$ cat config.mk
export PLATFORM = sky130hd
export DESIGN_NAME = trihex_chunk_neighbour_addresses_top_flat
export DESIGN_NICKNAME = d
export VERILOG_FILES = /design/src/tcna_pkg.sv /design/src/tcna_if.sv /design/src/tcna_norm_pass.sv /design/src/trihex_chunk_neighbour_addresses_top.sv /design/src/flat_wrapper.sv
export SDC_FILE = /design/constraint.sdc
export NUM_CORES = 2
export LEC_CHECK = 0
export BUFFER_PORTS_ARGS = -buffer_cell sky130_fd_sc_hd__clkbuf_2
export CAP_MARGIN = 20
export CORE_ASPECT_RATIO = 0.5
export CORE_UTILIZATION = 55
export DETAILED_ROUTE_END_ITERATION = 6
export PLACE_DENSITY_LB_ADDON = 0.25
export SETUP_SLACK_MARGIN = 0.15
export SLEW_MARGIN = 20
export SYNTH_ARGS = -nofsm -noshare
export SYNTH_HDL_FRONTEND = slang
export SYNTH_SLANG_ARGS = --single-unit
$ cat constraint.sdc
create_clock -name clk -period 36.6 [get_ports clk]
set_clock_uncertainty 0.15 [all_clocks]
set_input_delay 1.83 -clock clk [delete_from_list [all_inputs] [get_ports clk]]
set_output_delay 1.83 -clock clk [all_outputs]
set_load 0.03 [all_outputs]
$ cat src/tcna_pkg.sv
// types, constants and the neighbour offset table
`default_nettype none

package tcna_pkg;

  // cell size register
  localparam int SIZE_BITS = 7;
  localparam logic [SIZE_BITS-1:0] SIZE_RESET = 7'd8;

  // neighbour numbering
  localparam int IDX_BITS = 4;
  localparam logic [IDX_BITS-1:0] FIRST_IDX = 4'd0;
  localparam logic [IDX_BITS-1:0] LAST_IDX  = 4'd11;

  // chunk step accumulated over two passes stays within -4..4
  localparam int DK_BITS = 4;

  typedef logic signed [DK_BITS-1:0] dk_t;

  typedef struct packed {
    dk_t a;
    dk_t b;
    dk_t c;
  } dk3_t;

  typedef logic signed [1:0] ofs_t;

  typedef struct packed {
    ofs_t a;
    ofs_t b;
    ofs_t c;
  } ofs3_t;

  // offsets of an upward cell; a downward cell uses the negated entry
  function automatic ofs3_t up_offset(input logic [IDX_BITS-1:0] k);
    ofs3_t o;
    unique case (k)
      4'd0:    o = '{a:  2'sd0, b:  2'sd1, c:  2'sd0};
      4'd1:    o = '{a:  2'sd0, b:  2'sd1, c: -2'sd1};
      4'd2:    o = '{a:  2'sd1, b:  2'sd1, c: -2'sd1};
      4'd3:    o = '{a:  2'sd1, b:  2'sd0, c: -2'sd1};
      4'd4:    o = '{a:  2'sd1, b:  2'sd0, c:  2'sd0};
      4'd5:    o = '{a:  2'sd1, b: -2'sd1, c:  2'sd0};
      4'd6:    o = '{a:  2'sd1, b: -2'sd1, c:  2'sd1};
      4'd7:    o = '{a:  2'sd0, b: -2'sd1, c:  2'sd1};
      4'd8:    o = '{a:  2'sd0, b:  2'sd0, c:  2'sd1};
      4'd9:    o = '{a: -2'sd1, b:  2'sd0, c:  2'sd1};
      4'd10:   o = '{a: -2'sd1, b:  2'sd1, c:  2'sd1};
      4'd11:   o = '{a: -2'sd1, b:  2'sd1, c:  2'sd0};
      default: o = '{a:  2'sd0, b:  2'sd0, c:  2'sd0};
    endcase
    return o;
  endfunction

endpackage

`default_nettype wire

$ cat src/tcna_if.sv
// valid/ready channel interfaces for cell addresses and neighbour results
`default_nettype none

interface tcna_in_if #(
  parameter int CHUNK_BITS = 32,
  parameter int CELL_BITS  = 8
) ();
  logic                  valid;
  logic                  ready;
  logic [CHUNK_BITS-1:0] chunk_a;
  logic [CHUNK_BITS-1:0] chunk_b;
  logic [CHUNK_BITS-1:0] chunk_c;
  logic [CELL_BITS-1:0]  cell_a;
  logic [CELL_BITS-1:0]  cell_b;
  logic [CELL_BITS-1:0]  cell_c;

  modport source (
    output valid, chunk_a, chunk_b, chunk_c, cell_a, cell_b, cell_c,
    input  ready
  );
  modport sink (
    input  valid, chunk_a, chunk_b, chunk_c, cell_a, cell_b, cell_c,
    output ready
  );
endinterface

interface tcna_out_if #(
  parameter int CHUNK_BITS = 32,
  parameter int CELL_BITS  = 8
) ();
  logic                           valid;
  logic                           ready;
  logic [tcna_pkg::IDX_BITS-1:0]  neighbour_index;
  logic [CHUNK_BITS-1:0]          out_chunk_a;
  logic [CHUNK_BITS-1:0]          out_chunk_b;
  logic [CHUNK_BITS-1:0]          out_chunk_c;
  logic [CELL_BITS-1:0]           out_cell_a;
  logic [CELL_BITS-1:0]           out_cell_b;
  logic [CELL_BITS-1:0]           out_cell_c;
  logic                           chunk_overflow;
  logic                           last_neighbour;

  modport source (
    output valid, neighbour_index, out_chunk_a, out_chunk_b, out_chunk_c,
           out_cell_a, out_cell_b, out_cell_c, chunk_overflow, last_neighbour,
    input  ready
  );
  modport sink (
    input  valid, neighbour_index, out_chunk_a, out_chunk_b, out_chunk_c,
           out_cell_a, out_cell_b, out_cell_c, chunk_overflow, last_neighbour,
    output ready
  );
endinterface

`default_nettype wire

$ cat src/tcna_norm_pass.sv
// one pass of the six chunk normalisation rules, applied in order
`default_nettype none

module tcna_norm_pass #(
  parameter int WW = 14
) (
  input  logic [tcna_pkg::SIZE_BITS-1:0] size_i,
  input  logic [2:0][WW-1:0]             cell_i,
  input  tcna_pkg::dk3_t                 dk_i,
  output logic [2:0][WW-1:0]             cell_o,
  output tcna_pkg::dk3_t                 dk_o
);

  // rules chain: each one sees the cell as left by the one before
  always_comb begin
    logic signed [WW-1:0] sz;
    logic signed [WW-1:0] sz2;
    logic signed [WW-1:0] ca;
    logic signed [WW-1:0] cb;
    logic signed [WW-1:0] cc;
    tcna_pkg::dk_t        da;
    tcna_pkg::dk_t        db;
    tcna_pkg::dk_t        dc;

    sz  = $signed(WW'(size_i));
    sz2 = sz <<< 1;
    ca  = $signed(cell_i[0]);
    cb  = $signed(cell_i[1]);
    cc  = $signed(cell_i[2]);
    da  = dk_i.a;
    db  = dk_i.b;
    dc  = dk_i.c;

    // a above size
    if (ca > sz) begin
      ca = ca - sz2; cb = cb + sz; cc = cc + sz;
      da = da + 4'sd1; dc = dc - 4'sd1;
    end
    // b above size minus one
    if (cb >= sz) begin
      ca = ca + sz; cb = cb - sz2; cc = cc + sz;
      db = db - 4'sd1; dc = dc + 4'sd1;
    end
    // c above size
    if (cc > sz) begin
      ca = ca + sz; cb = cb + sz; cc = cc - sz2;
      da = da - 4'sd1; db = db + 4'sd1;
    end
    // a below one minus size
    if (ca <= -sz) begin
      ca = ca + sz2; cb = cb - sz; cc = cc - sz;
      da = da - 4'sd1; dc = dc + 4'sd1;
    end
    // b below minus size
    if (cb < -sz) begin
      ca = ca - sz; cb = cb + sz2; cc = cc - sz;
      db = db + 4'sd1; dc = dc - 4'sd1;
    end
    // c below one minus size
    if (cc <= -sz) begin
      ca = ca - sz; cb = cb - sz; cc = cc + sz2;
      da = da + 4'sd1; db = db - 4'sd1;
    end

    cell_o[0] = ca;
    cell_o[1] = cb;
    cell_o[2] = cc;
    dk_o.a    = da;
    dk_o.b    = db;
    dk_o.c    = dc;
  end

endmodule

`default_nettype wire

$ cat src/trihex_chunk_neighbour_addresses_top.sv
// top level: neighbour address generator for chunked triangle cells
`default_nettype none

// Each accepted cell address produces twelve neighbour results in fixed
// order on the out channel, index 0 to 11, with last_neighbour marking the
// twelfth. The result channel moves one transaction per cycle while the
// receiver holds ready, and the next address is taken while the tail of the
// previous one is still in flight. The first result passes through the
// address register, which loads at the accepting edge, then the stage one
// register after the first normalisation pass, then the output register.
// The user writes cell_size through cfg_we/cfg_wdata only while no address
// is in flight; the block itself does not enforce this. It resets to 8.
module trihex_chunk_neighbour_addresses_top #(
  parameter int CHUNK_BITS = 32,
  parameter int CELL_BITS  = 8
) (
  input  logic                           clk,
  input  logic                           rst_n,
  input  logic                           cfg_we,
  input  logic [tcna_pkg::SIZE_BITS-1:0] cfg_wdata,
  tcna_in_if.sink                        in_ch,
  tcna_out_if.source                     out_ch
);

  // working width: input cell range plus sixteen steps of twice the size
  localparam int WW = ((CELL_BITS > 12) ? CELL_BITS : 12) + 2;
  localparam int SUM_BITS = CELL_BITS + 2;

  // cell size register
  logic [tcna_pkg::SIZE_BITS-1:0] size_r;

  always_ff @(posedge clk) begin
    if (!rst_n) begin
      size_r <= tcna_pkg::SIZE_RESET;
    end else if (cfg_we) begin
      size_r <= cfg_wdata;
    end
  end

  // pipeline advance: output free or being taken
  logic adv;
  logic out_v_r;

  assign adv = !out_v_r || out_ch.ready;

  // address register and neighbour counter
  logic                          item_v_r;
  logic                          item_v_nxt;
  logic [tcna_pkg::IDX_BITS-1:0] k_r;
  logic [tcna_pkg::IDX_BITS-1:0] k_nxt;
  logic [CHUNK_BITS-1:0]         ch_a_r;
  logic [CHUNK_BITS-1:0]         ch_b_r;
  logic [CHUNK_BITS-1:0]         ch_c_r;
  logic [CELL_BITS-1:0]          cl_a_r;
  logic [CELL_BITS-1:0]          cl_b_r;
  logic [CELL_BITS-1:0]          cl_c_r;
  logic                          in_take;

  assign in_ch.ready = !item_v_r || (k_r == tcna_pkg::LAST_IDX && adv);
  assign in_take     = in_ch.valid && in_ch.ready;

  // counter walks the twelve neighbours, reloads on a new address
  always_comb begin
    item_v_nxt = item_v_r;
    k_nxt      = k_r;
    if (in_take) begin
      item_v_nxt = 1'b1;
      k_nxt      = tcna_pkg::FIRST_IDX;
    end else if (item_v_r && adv) begin
      if (k_r == tcna_pkg::LAST_IDX) begin
        item_v_nxt = 1'b0;
      end else begin
        k_nxt = k_r + 4'd1;
      end
    end
  end

  always_ff @(posedge clk) begin
    if (!rst_n) begin
      item_v_r <= 1'b0;
      k_r      <= tcna_pkg::FIRST_IDX;
    end else begin
      item_v_r <= item_v_nxt;
      k_r      <= k_nxt;
    end
  end

  always_ff @(posedge clk) begin
    if (in_take) begin
      ch_a_r <= in_ch.chunk_a;
      ch_b_r <= in_ch.chunk_b;
      ch_c_r <= in_ch.chunk_c;
      cl_a_r <= in_ch.cell_a;
      cl_b_r <= in_ch.cell_b;
      cl_c_r <= in_ch.cell_c;
    end
  end

  // orientation and candidate cell for neighbour k
  logic signed [SUM_BITS-1:0] cell_sum;
  logic                       is_up;
  tcna_pkg::ofs3_t            ofs;
  logic [2:0][WW-1:0]         cand;

  always_comb begin
    cell_sum = SUM_BITS'($signed(cl_a_r)) + SUM_BITS'($signed(cl_b_r))
             + SUM_BITS'($signed(cl_c_r));
    is_up    = (cell_sum == '0);
    ofs      = tcna_pkg::up_offset(k_r);
    if (is_up) begin
      cand[0] = WW'($signed(cl_a_r)) + WW'(ofs.a);
      cand[1] = WW'($signed(cl_b_r)) + WW'(ofs.b);
      cand[2] = WW'($signed(cl_c_r)) + WW'(ofs.c);
    end else begin
      cand[0] = WW'($signed(cl_a_r)) - WW'(ofs.a);
      cand[1] = WW'($signed(cl_b_r)) - WW'(ofs.b);
      cand[2] = WW'($signed(cl_c_r)) - WW'(ofs.c);
    end
  end

  // first normalisation pass
  logic [2:0][WW-1:0] p1_cell;
  tcna_pkg::dk3_t     p1_dk;

  tcna_norm_pass #(.WW(WW)) u_pass1 (
    .size_i (size_r),
    .cell_i (cand),
    .dk_i   ('0),
    .cell_o (p1_cell),
    .dk_o   (p1_dk)
  );

  // stage one register
  logic                          s1_v_r;
  logic [tcna_pkg::IDX_BITS-1:0] s1_k_r;
  logic [CHUNK_BITS-1:0]         s1_ch_a_r;
  logic [CHUNK_BITS-1:0]         s1_ch_b_r;
  logic [CHUNK_BITS-1:0]         s1_ch_c_r;
  logic [2:0][WW-1:0]            s1_cell_r;
  tcna_pkg::dk3_t                s1_dk_r;

  always_ff @(posedge clk) begin
    if (!rst_n) begin
      s1_v_r <= 1'b0;
    end else if (adv) begin
      s1_v_r <= item_v_r;
    end
  end

  always_ff @(posedge clk) begin
    if (adv) begin
      s1_k_r    <= k_r;
      s1_ch_a_r <= ch_a_r;
      s1_ch_b_r <= ch_b_r;
      s1_ch_c_r <= ch_c_r;
      s1_cell_r <= p1_cell;
      s1_dk_r   <= p1_dk;
    end
  end

  // second normalisation pass
  logic [2:0][WW-1:0] p2_cell;
  tcna_pkg::dk3_t     p2_dk;

  tcna_norm_pass #(.WW(WW)) u_pass2 (
    .size_i (size_r),
    .cell_i (s1_cell_r),
    .dk_i   (s1_dk_r),
    .cell_o (p2_cell),
    .dk_o   (p2_dk)
  );

  // chunk update with signed overflow detect
  logic [CHUNK_BITS:0] sum_a;
  logic [CHUNK_BITS:0] sum_b;
  logic [CHUNK_BITS:0] sum_c;
  logic                ovf;

  always_comb begin
    sum_a = {s1_ch_a_r[CHUNK_BITS-1], s1_ch_a_r} + (CHUNK_BITS+1)'(p2_dk.a);
    sum_b = {s1_ch_b_r[CHUNK_BITS-1], s1_ch_b_r} + (CHUNK_BITS+1)'(p2_dk.b);
    sum_c = {s1_ch_c_r[CHUNK_BITS-1], s1_ch_c_r} + (CHUNK_BITS+1)'(p2_dk.c);
    ovf   = (sum_a[CHUNK_BITS] ^ sum_a[CHUNK_BITS-1])
          | (sum_b[CHUNK_BITS] ^ sum_b[CHUNK_BITS-1])
          | (sum_c[CHUNK_BITS] ^ sum_c[CHUNK_BITS-1]);
  end

  // output register
  logic [tcna_pkg::IDX_BITS-1:0] out_k_r;
  logic [CHUNK_BITS-1:0]         out_ch_a_r;
  logic [CHUNK_BITS-1:0]         out_ch_b_r;
  logic [CHUNK_BITS-1:0]         out_ch_c_r;
  logic [CELL_BITS-1:0]          out_cl_a_r;
  logic [CELL_BITS-1:0]          out_cl_b_r;
  logic [CELL_BITS-1:0]          out_cl_c_r;
  logic                          out_ovf_r;

  always_ff @(posedge clk) begin
    if (!rst_n) begin
      out_v_r <= 1'b0;
    end else if (adv) begin
      out_v_r <= s1_v_r;
    end
  end

  always_ff @(posedge clk) begin
    if (adv) begin
      out_k_r    <= s1_k_r;
      out_ch_a_r <= sum_a[CHUNK_BITS-1:0];
      out_ch_b_r <= sum_b[CHUNK_BITS-1:0];
      out_ch_c_r <= sum_c[CHUNK_BITS-1:0];
      out_cl_a_r <= p2_cell[0][CELL_BITS-1:0];
      out_cl_b_r <= p2_cell[1][CELL_BITS-1:0];
      out_cl_c_r <= p2_cell[2][CELL_BITS-1:0];
      out_ovf_r  <= ovf;
    end
  end

  // result channel
  assign out_ch.valid           = out_v_r;
  assign out_ch.neighbour_index = out_k_r;
  assign out_ch.out_chunk_a     = out_ch_a_r;
  assign out_ch.out_chunk_b     = out_ch_b_r;
  assign out_ch.out_chunk_c     = out_ch_c_r;
  assign out_ch.out_cell_a      = out_cl_a_r;
  assign out_ch.out_cell_b      = out_cl_b_r;
  assign out_ch.out_cell_c      = out_cl_c_r;
  assign out_ch.chunk_overflow  = out_ovf_r;
  assign out_ch.last_neighbour  = (out_k_r == tcna_pkg::LAST_IDX);

endmodule

`default_nettype wire

$ cat src/flat_wrapper.sv
// flat-port wrapper written by rule: the top's interface ports become plain ports
module trihex_chunk_neighbour_addresses_top_flat 
#(
  parameter int CHUNK_BITS = 32,
  parameter int CELL_BITS  = 8
)
  (clk, rst_n, cfg_we, cfg_wdata, in_ch_valid, in_ch_chunk_a, in_ch_chunk_b, in_ch_chunk_c, in_ch_cell_a, in_ch_cell_b, in_ch_cell_c, in_ch_ready, out_ch_valid, out_ch_neighbour_index, out_ch_out_chunk_a, out_ch_out_chunk_b, out_ch_out_chunk_c, out_ch_out_cell_a, out_ch_out_cell_b, out_ch_out_cell_c, out_ch_chunk_overflow, out_ch_last_neighbour, out_ch_ready);
  tcna_in_if #(.CHUNK_BITS(CHUNK_BITS), .CELL_BITS(CELL_BITS)) in_ch_i ();
  tcna_out_if #(.CHUNK_BITS(CHUNK_BITS), .CELL_BITS(CELL_BITS)) out_ch_i ();
  input  logic clk;
  input  logic rst_n;
  input  logic cfg_we;
  input  logic [tcna_pkg::SIZE_BITS-1:0] cfg_wdata;
  input wire logic [$bits(in_ch_i.valid)-1:0] in_ch_valid;
  input wire logic [$bits(in_ch_i.chunk_a)-1:0] in_ch_chunk_a;
  input wire logic [$bits(in_ch_i.chunk_b)-1:0] in_ch_chunk_b;
  input wire logic [$bits(in_ch_i.chunk_c)-1:0] in_ch_chunk_c;
  input wire logic [$bits(in_ch_i.cell_a)-1:0] in_ch_cell_a;
  input wire logic [$bits(in_ch_i.cell_b)-1:0] in_ch_cell_b;
  input wire logic [$bits(in_ch_i.cell_c)-1:0] in_ch_cell_c;
  output wire logic [$bits(in_ch_i.ready)-1:0] in_ch_ready;
  output wire logic [$bits(out_ch_i.valid)-1:0] out_ch_valid;
  output wire logic [$bits(out_ch_i.neighbour_index)-1:0] out_ch_neighbour_index;
  output wire logic [$bits(out_ch_i.out_chunk_a)-1:0] out_ch_out_chunk_a;
  output wire logic [$bits(out_ch_i.out_chunk_b)-1:0] out_ch_out_chunk_b;
  output wire logic [$bits(out_ch_i.out_chunk_c)-1:0] out_ch_out_chunk_c;
  output wire logic [$bits(out_ch_i.out_cell_a)-1:0] out_ch_out_cell_a;
  output wire logic [$bits(out_ch_i.out_cell_b)-1:0] out_ch_out_cell_b;
  output wire logic [$bits(out_ch_i.out_cell_c)-1:0] out_ch_out_cell_c;
  output wire logic [$bits(out_ch_i.chunk_overflow)-1:0] out_ch_chunk_overflow;
  output wire logic [$bits(out_ch_i.last_neighbour)-1:0] out_ch_last_neighbour;
  input wire logic [$bits(out_ch_i.ready)-1:0] out_ch_ready;
  assign in_ch_i.valid = in_ch_valid;
  assign in_ch_i.chunk_a = in_ch_chunk_a;
  assign in_ch_i.chunk_b = in_ch_chunk_b;
  assign in_ch_i.chunk_c = in_ch_chunk_c;
  assign in_ch_i.cell_a = in_ch_cell_a;
  assign in_ch_i.cell_b = in_ch_cell_b;
  assign in_ch_i.cell_c = in_ch_cell_c;
  assign in_ch_ready = in_ch_i.ready;
  assign out_ch_valid = out_ch_i.valid;
  assign out_ch_neighbour_index = out_ch_i.neighbour_index;
  assign out_ch_out_chunk_a = out_ch_i.out_chunk_a;
  assign out_ch_out_chunk_b = out_ch_i.out_chunk_b;
  assign out_ch_out_chunk_c = out_ch_i.out_chunk_c;
  assign out_ch_out_cell_a = out_ch_i.out_cell_a;
  assign out_ch_out_cell_b = out_ch_i.out_cell_b;
  assign out_ch_out_cell_c = out_ch_i.out_cell_c;
  assign out_ch_chunk_overflow = out_ch_i.chunk_overflow;
  assign out_ch_last_neighbour = out_ch_i.last_neighbour;
  assign out_ch_i.ready = out_ch_ready;
  trihex_chunk_neighbour_addresses_top #(.CHUNK_BITS(CHUNK_BITS), .CELL_BITS(CELL_BITS)) u_core (.clk(clk), .rst_n(rst_n), .cfg_we(cfg_we), .cfg_wdata(cfg_wdata), .in_ch(in_ch_i), .out_ch(out_ch_i));
endmodule
== Word-level counts from Yosys, hierarchy flattened ==
Memories as Yosys holds them, arrays and structs flattened. A register that Yosys moved wholly into a read port is not among the register bits.
Index checks and enable logic that the tools add are counted.
W data, S select, Z words.
Word-level totals
  flip-flop bits (word level): 413
  bits in latches: 0
  memory bits (writable): 0
  ROM bits: 96
  bits of input ports: 132
  output and inout port bits: 128
  logic and storage cells: 200
  memories kept: 1
Memory list
  (name not given): words 16, bits a word 6, rd ports 1, clocked after memory_dff 1, wr ports 0, line tcna_pkg.sv:37  | unique case (k)
Cells by class
  add/subtract/negate cells: 70
  multipliers: 0
  div/mod/pow operators: 0
  magnitude comparators: 12
  equality and inequality tests: 2
  shift operators: 0
  muxes and demuxes: 66
  bitwise gates (word level): 7
  reductions and logical operators: 13
Operator list (number)
  $mux W14: 30
  $add A14 B8 Y14: 12
  $sub A14 B8 Y14: 9
  $mux W4: 25
  $add A32 B4 Y33: 3
  $sub A14 B9 Y14: 6
  $gt A14 B8 Y1: 4
  $le A14 B14 Y1: 4
  $mux W8: 6
  $add A4 B2 Y4 const B: 11
  $add A14 B9 Y14: 3
  $mux W42: 1
  $sub A4 B2 Y4 const B: 10
  $ge A14 B8 Y1: 2
  $lt A14 B14 Y1: 2
  $add A8 B2 Y9: 3
  $sub A8 B2 Y9: 3
  $add A8 B8 Y8: 3
  $sub A8 B8 Y8: 3
  $neg A7 Y14: 1
  $add A9 B8 Y10: 1
  $logic_not A10 Y1: 1
  $add A8 B8 Y9: 1
  $eq A4 B4 Y1 const B: 2
  11 further kinds: 24

== Depth between registers and ports, before layout ==
  word-level depth: 16
  mapped depth: 95
  mapped depth without buffers: 88

== By module ==
From an unflattened synthesis, not the netlist that was laid out.
Unflattened totals
  cell total of the unflattened synthesis: 4469
  area total of the unflattened synthesis: 41755.0 um2
Modules (own cells, without submodules)
  trihex_chunk_neighbour_addresses_top: times used 1, cells an instance 1312, area each 19039.5 um2, sequential area each 12381.9 um2
  tcna_norm_pass (u_core.u_pass1): times used 1, cells an instance 1618, area each 11528.6 um2, sequential area each 0.0 um2
  tcna_norm_pass (u_core.u_pass2): times used 1, cells an instance 1539, area each 11187.0 um2, sequential area each 0.0 um2

== Worst setup path after synthesis ==
No wires, ideal clock.
  kind: reg2reg
  from: reg u_core.size_r[1] (netlist bit)
  to: reg u_core.out_ovf_r (netlist: u_core.out_ch.chunk_overflow) (data pin)
  library setup time: 0.267 ns
  arrival: 21.566 ns
  required time: 36.183 ns
  path slack: 14.618 ns
  stages on the path, launching flop included: 91
  buffers on the path: 10
  period minus slack after synthesis: 21.982 ns
  cell sequence: dfxtp_1 -> inv_1 -> ha_1 -> nand4_1 -> or2_2 -> o22ai_1 -> a211o_1 -> buf_2 -> buf_1 -> clkbuf_1 -> clkbuf_1 -> mux2i_1 -> inv_1 -> ha_1 -> a21boi_0 -> o21a_1 -> o21a_1 -> o2111ai_1 -> [... 55 more ...] -> nor2_1 -> nand3_1 -> xnor2_1 -> ha_1 -> a21oi_1 -> o21bai_1 -> a21oi_1 -> o21bai_1 -> a211o_1 -> a21o_1 -> a21oi_1 -> o21bai_1 -> a21o_1 -> and4_1 -> o31ai_1 -> mux2i_1 -> nor3_1 -> nand4b_1
Between the ends
  cells in the longest elaborated chain, start to end: 16
  elaborated cells on any way between the ends: 60
  classes of those cells: add/sub: 25; order compare: 6; mux: 24; bitwise: 5
RTL lines
  start, declared: line trihex_chunk_neighbour_addresses_top.sv:30  | logic [tcna_pkg::SIZE_BITS-1:0] size_r;
  start signal, assigned: line trihex_chunk_neighbour_addresses_top.sv:34  | size_r <= tcna_pkg::SIZE_RESET;
  start signal, assigned: line trihex_chunk_neighbour_addresses_top.sv:36  | size_r <= cfg_wdata;
  $add A14 B8 Y14 (tied with other cells): line tcna_norm_pass.sv:36  | ca = ca - sz2; cb = cb + sz; cc = cc + sz;
  $mux W14: line tcna_norm_pass.sv:35  | if (ca > sz) begin
  $add A14 B8 Y14 (tied with other cells): line tcna_norm_pass.sv:41  | ca = ca + sz; cb = cb - sz2; cc = cc + sz;
  $mux W14: line tcna_norm_pass.sv:40  | if (cb >= sz) begin
  $sub A14 B9 Y14 (tied with other cells): line tcna_norm_pass.sv:46  | ca = ca + sz; cb = cb + sz; cc = cc - sz2;
  $mux W14: line tcna_norm_pass.sv:45  | if (cc > sz) begin
  $sub A14 B8 Y14 or $le A14 B14 Y1 (tied branches): line tcna_norm_pass.sv:51, tcna_norm_pass.sv:50
  $mux W14: line tcna_norm_pass.sv:50  | if (ca <= -sz) begin
  $sub A14 B8 Y14 or $lt A14 B14 Y1 (tied branches): line tcna_norm_pass.sv:56, tcna_norm_pass.sv:55
  $mux W14 or $mux W4 (tied branches): line tcna_norm_pass.sv:55  | if (cb < -sz) begin
  $le A14 B14 Y1 or $sub A4 B2 Y4 (tied branches): line tcna_norm_pass.sv:60, tcna_norm_pass.sv:62
  $mux W4: line tcna_norm_pass.sv:60  | if (cc <= -sz) begin
  $add A32 B4 Y33 (on tied branches): line trihex_chunk_neighbour_addresses_top.sv:180, trihex_chunk_neighbour_addresses_top.sv:181
  $xor A1 B1 Y1 (on tied branches): line trihex_chunk_neighbour_addresses_top.sv:183, trihex_chunk_neighbour_addresses_top.sv:184
  $or A1 B1 Y1: line trihex_chunk_neighbour_addresses_top.sv:184  | | (sum_b[CHUNK_BITS] ^ sum_b[CHUNK_BITS-1])
  $or A1 B1 Y1 *: line trihex_chunk_neighbour_addresses_top.sv:185  | | (sum_c[CHUNK_BITS] ^ sum_c[CHUNK_BITS-1]);
  net u_core.ovf: line trihex_chunk_neighbour_addresses_top.sv:177  | logic ovf;
  end signal, assigned: line trihex_chunk_neighbour_addresses_top.sv:215  | out_ovf_r <= ovf;
  end, declared: line trihex_chunk_neighbour_addresses_top.sv:196  | logic out_ovf_r;
The timed path passes the listed nets; every way through them passes the cells marked *.
A chain may end at the register's enable or synchronous reset.

==> results.ini <==
[run_status]
status = finished, final reports clean

[cells_and_area]
final_common_cell = ha_1
nets = 4810
final_cell_mix = ha_1, edfxtp_1, a21oi_1, xnor2_1, clkbuf_2
syn_to_final_growth_pct = 10.8
layout-drive-gt1-share_pct = 13.0
fillers = 5538

[logic_synthesis]
async_flop_share_pct = 0
ys_seq_area_share_pct = 32.9
yosysWarnings = 0
synthTopCellsByArea = edfxtp_1, ha_1, xnor2_1
synth_fp_nets = 4524
ys_seq_elements = 419
synth_top_cell_by_area = edfxtp_1
ys_types = 98
synth_edf_count = 399
synth_cells = 3818
synth_top_area_share_pct = 31.8
synth_flop_cell = edfxtp_1
syn_area_sq_mm = 0.0376
syn_avg_cell_area_sq_um = 9.86

[clocking]
post_cts_buffers = 0
ctsResizeCount = 0
clkTransAtPathRegs_ps = 60
cts_root_buf = clkbuf_16
clk_latency_ps = 600
cts_sinks = 419
tritoncts = built
cts-hold-fix-buffers = 0
clk_path_buf_depth = 3
cts_buffers = 42
htreeDepth = 2

[critical_path]
end_kind = flop
worst_setup_path_start_kind = flop
critPathMaxFanout = 56
slowest_delay_ps = 710
cp_common_cell = a21oi_1
slowest_stage = inv_1
cp.required_ps = 36850
arrival_ps = 22280
critical_path_class = reg -> reg

[global_routing]
grtUsageTotal_pct = 26.8
first_global_vias = 28900
grt_overflow_total = 0
grt_max_degree = 163
grt_pass1_wl_mm = 149
antenna_found_initial = 3

[drt]
drc_errors = 0
vias = 29500
dr.pass1.iters = 5
via_per_inst = 5.86
ant_nets = 0
dr.first_iter.drc_count = 1794
routed_wl_mm = 94.2
routedWlPerCell_microns = 18.7

[timing]
fmax_mhz = 45.4
min_period_over_period_pct = 60.2
finalSetupViolCount = 0
maxSlewHeadroom_pct = 32.4
rsz0062_at_grt = no
finalHoldViolCount = 0
worst_pin_slew_ps = 1010
post-route-min-period_ps = 22030
final.setup.tns_ps = 0
drv_slew = 0

[floorplan]
rows = 67
die_area_sq_mm = 0.0696
start_util_pct = 55.9
pin_count = 260
coreArea_sq_mm = 0.0673
die_w_microns = 372
die_h_microns = 187

[worst_hold_path]
hold_class = reg -> reg

[place]
portBuffers = 259
place.gp.congestion = 0.918
place_hpwl_mm = 71.3

[flow_run]
cap_violations = 0

per-stage QoR:
step	area, sq um	hold WS, ps	util (%)	cells	setup slack [ps]
6_report	41700	266	62.0	5036	14570
4_1_cts	41700	266	61.9	5033	14770
2_1_floorplan	37600	250	-	3818	14620
5_1_grt	41700	270	61.9	5035	12820
3_5_place_dp	40300	255	59.9	4957	14780
3_3_place_gp	40300	251	59.9	4957	15330
path summary, 6_finish.rpt:
| kind | end | startpoint | cells after the start | slack (ps) |
|---|---|---|---|---|
| max | u_core.s1_cell_r[26]$_DFFE_PN_ | u_core.cl_c_r[1]$_DFFE_PP_ | 78 | 14570 |
| min | u_core.s1_ch_b_r[5]$_DFFE_PN_ | u_core.ch_b_r[5]$_DFFE_PP_ | 0 | 270 |
| max reg2reg | u_core.s1_cell_r[26]$_DFFE_PN_ | u_core.cl_c_r[1]$_DFFE_PP_ | 78 | 14570 |
| min reg2reg | u_core.s1_ch_b_r[5]$_DFFE_PN_ | u_core.ch_b_r[5]$_DFFE_PP_ | 0 | 270 |
worst max-delay path, delay by kind of cell (launching register included):
kind / cells / cell delay, ps
AO/OA/AOI/OAI: 41 / 9580
AND/OR/NAND/NOR: 14 / 4050
adder cells (fa/ha/maj): 10 / 3480
buffers and inverters: 9 / 3000
XOR/XNOR: 3 / 770
flip-flops: 1 / 440
multiplexers: 1 / 330
kinds of logic after synthesis:
logic type	count (synthesis)	synth area share, %
muxes	156	4.51
buffers and inverters	285	2.91
xor gates and xnor gates	417	9.76
adders and majority gates	576	20.2
AOI/OAI and AO/OA	1008	17.3
DFF	419	32.9
and+or+nand+nor	957	12.4
per-layer routing:
metal	GRT usage [%]	up-vias	wire length (microns)
met5	0	-	0
li1	-	14600	-
met3	3.86	160	5300
met2	46.2	738	44700
met1	34.4	14000	41300
met4	8.51	0	2900
Yosys cell counts, types with 53 or more instances:
| cell | number |
|---|---|
| fa_1 | 53 |
| inv_1 | 218 |
| o21a_1 | 85 |
| mux2i_1 | 55 |
| nor3_1 | 68 |
| a21o_1 | 105 |
| a21oi_1 | 295 |
| ha_1 | 521 |
| o21ai_0 | 214 |
| o21bai_1 | 60 |
| xnor2_1 | 279 |
| xor2_1 | 136 |
| mux2_2 | 99 |
| nor2_1 | 257 |
| nor2b_1 | 90 |
| nand2_1 | 255 |
| edfxtp_1 | 399 |
| nand3_1 | 60 |
area by class of cell:
class | instances | area [sq um] | area share, %
Sequential cell | 419 | 12400 | 29.7
Tap cell | 897 | 1120 | 2.69
Antenna cell | 3 | 7.51 | 0.0180
Clock inverter | 27 | 297 | 0.711
Clock buffer | 49 | 1100 | 2.63
Timing Repair Buffer | 306 | 1660 | 3.98
Inverter | 221 | 840 | 2.01
Multi-Input combinational cell | 3114 | 24300 | 58.3
registers in the layout, indices dropped and copies added (netlist names), 4 cells and up:
register                       flops
u_core.ch_a_r                     32
u_core.ch_b_r                     32
u_core.ch_c_r                     32
u_core.cl_a_r                      8
u_core.cl_b_r                      8
u_core.cl_c_r                      8
u_core.k_r                         4
u_core.ofs                         6
u_core.out_ch.neighbour_index      4
u_core.out_ch.out_cell_a           8
u_core.out_ch.out_cell_b           8
u_core.out_ch.out_cell_c           8
u_core.out_ch.out_chunk_a         32
u_core.out_ch.out_chunk_b         32
u_core.out_ch.out_chunk_c         32
u_core.s1_cell_r                  42
u_core.s1_ch_a_r                  32
u_core.s1_ch_b_r                  32
u_core.s1_ch_c_r                  32
u_core.s1_dk_r                    12
u_core.s1_k_r                      4
u_core.size_r                      7
Power is left out: the tool's default activity adds up to more than one toggle a clock period on the data nets, which glitch-free logic cannot reach.
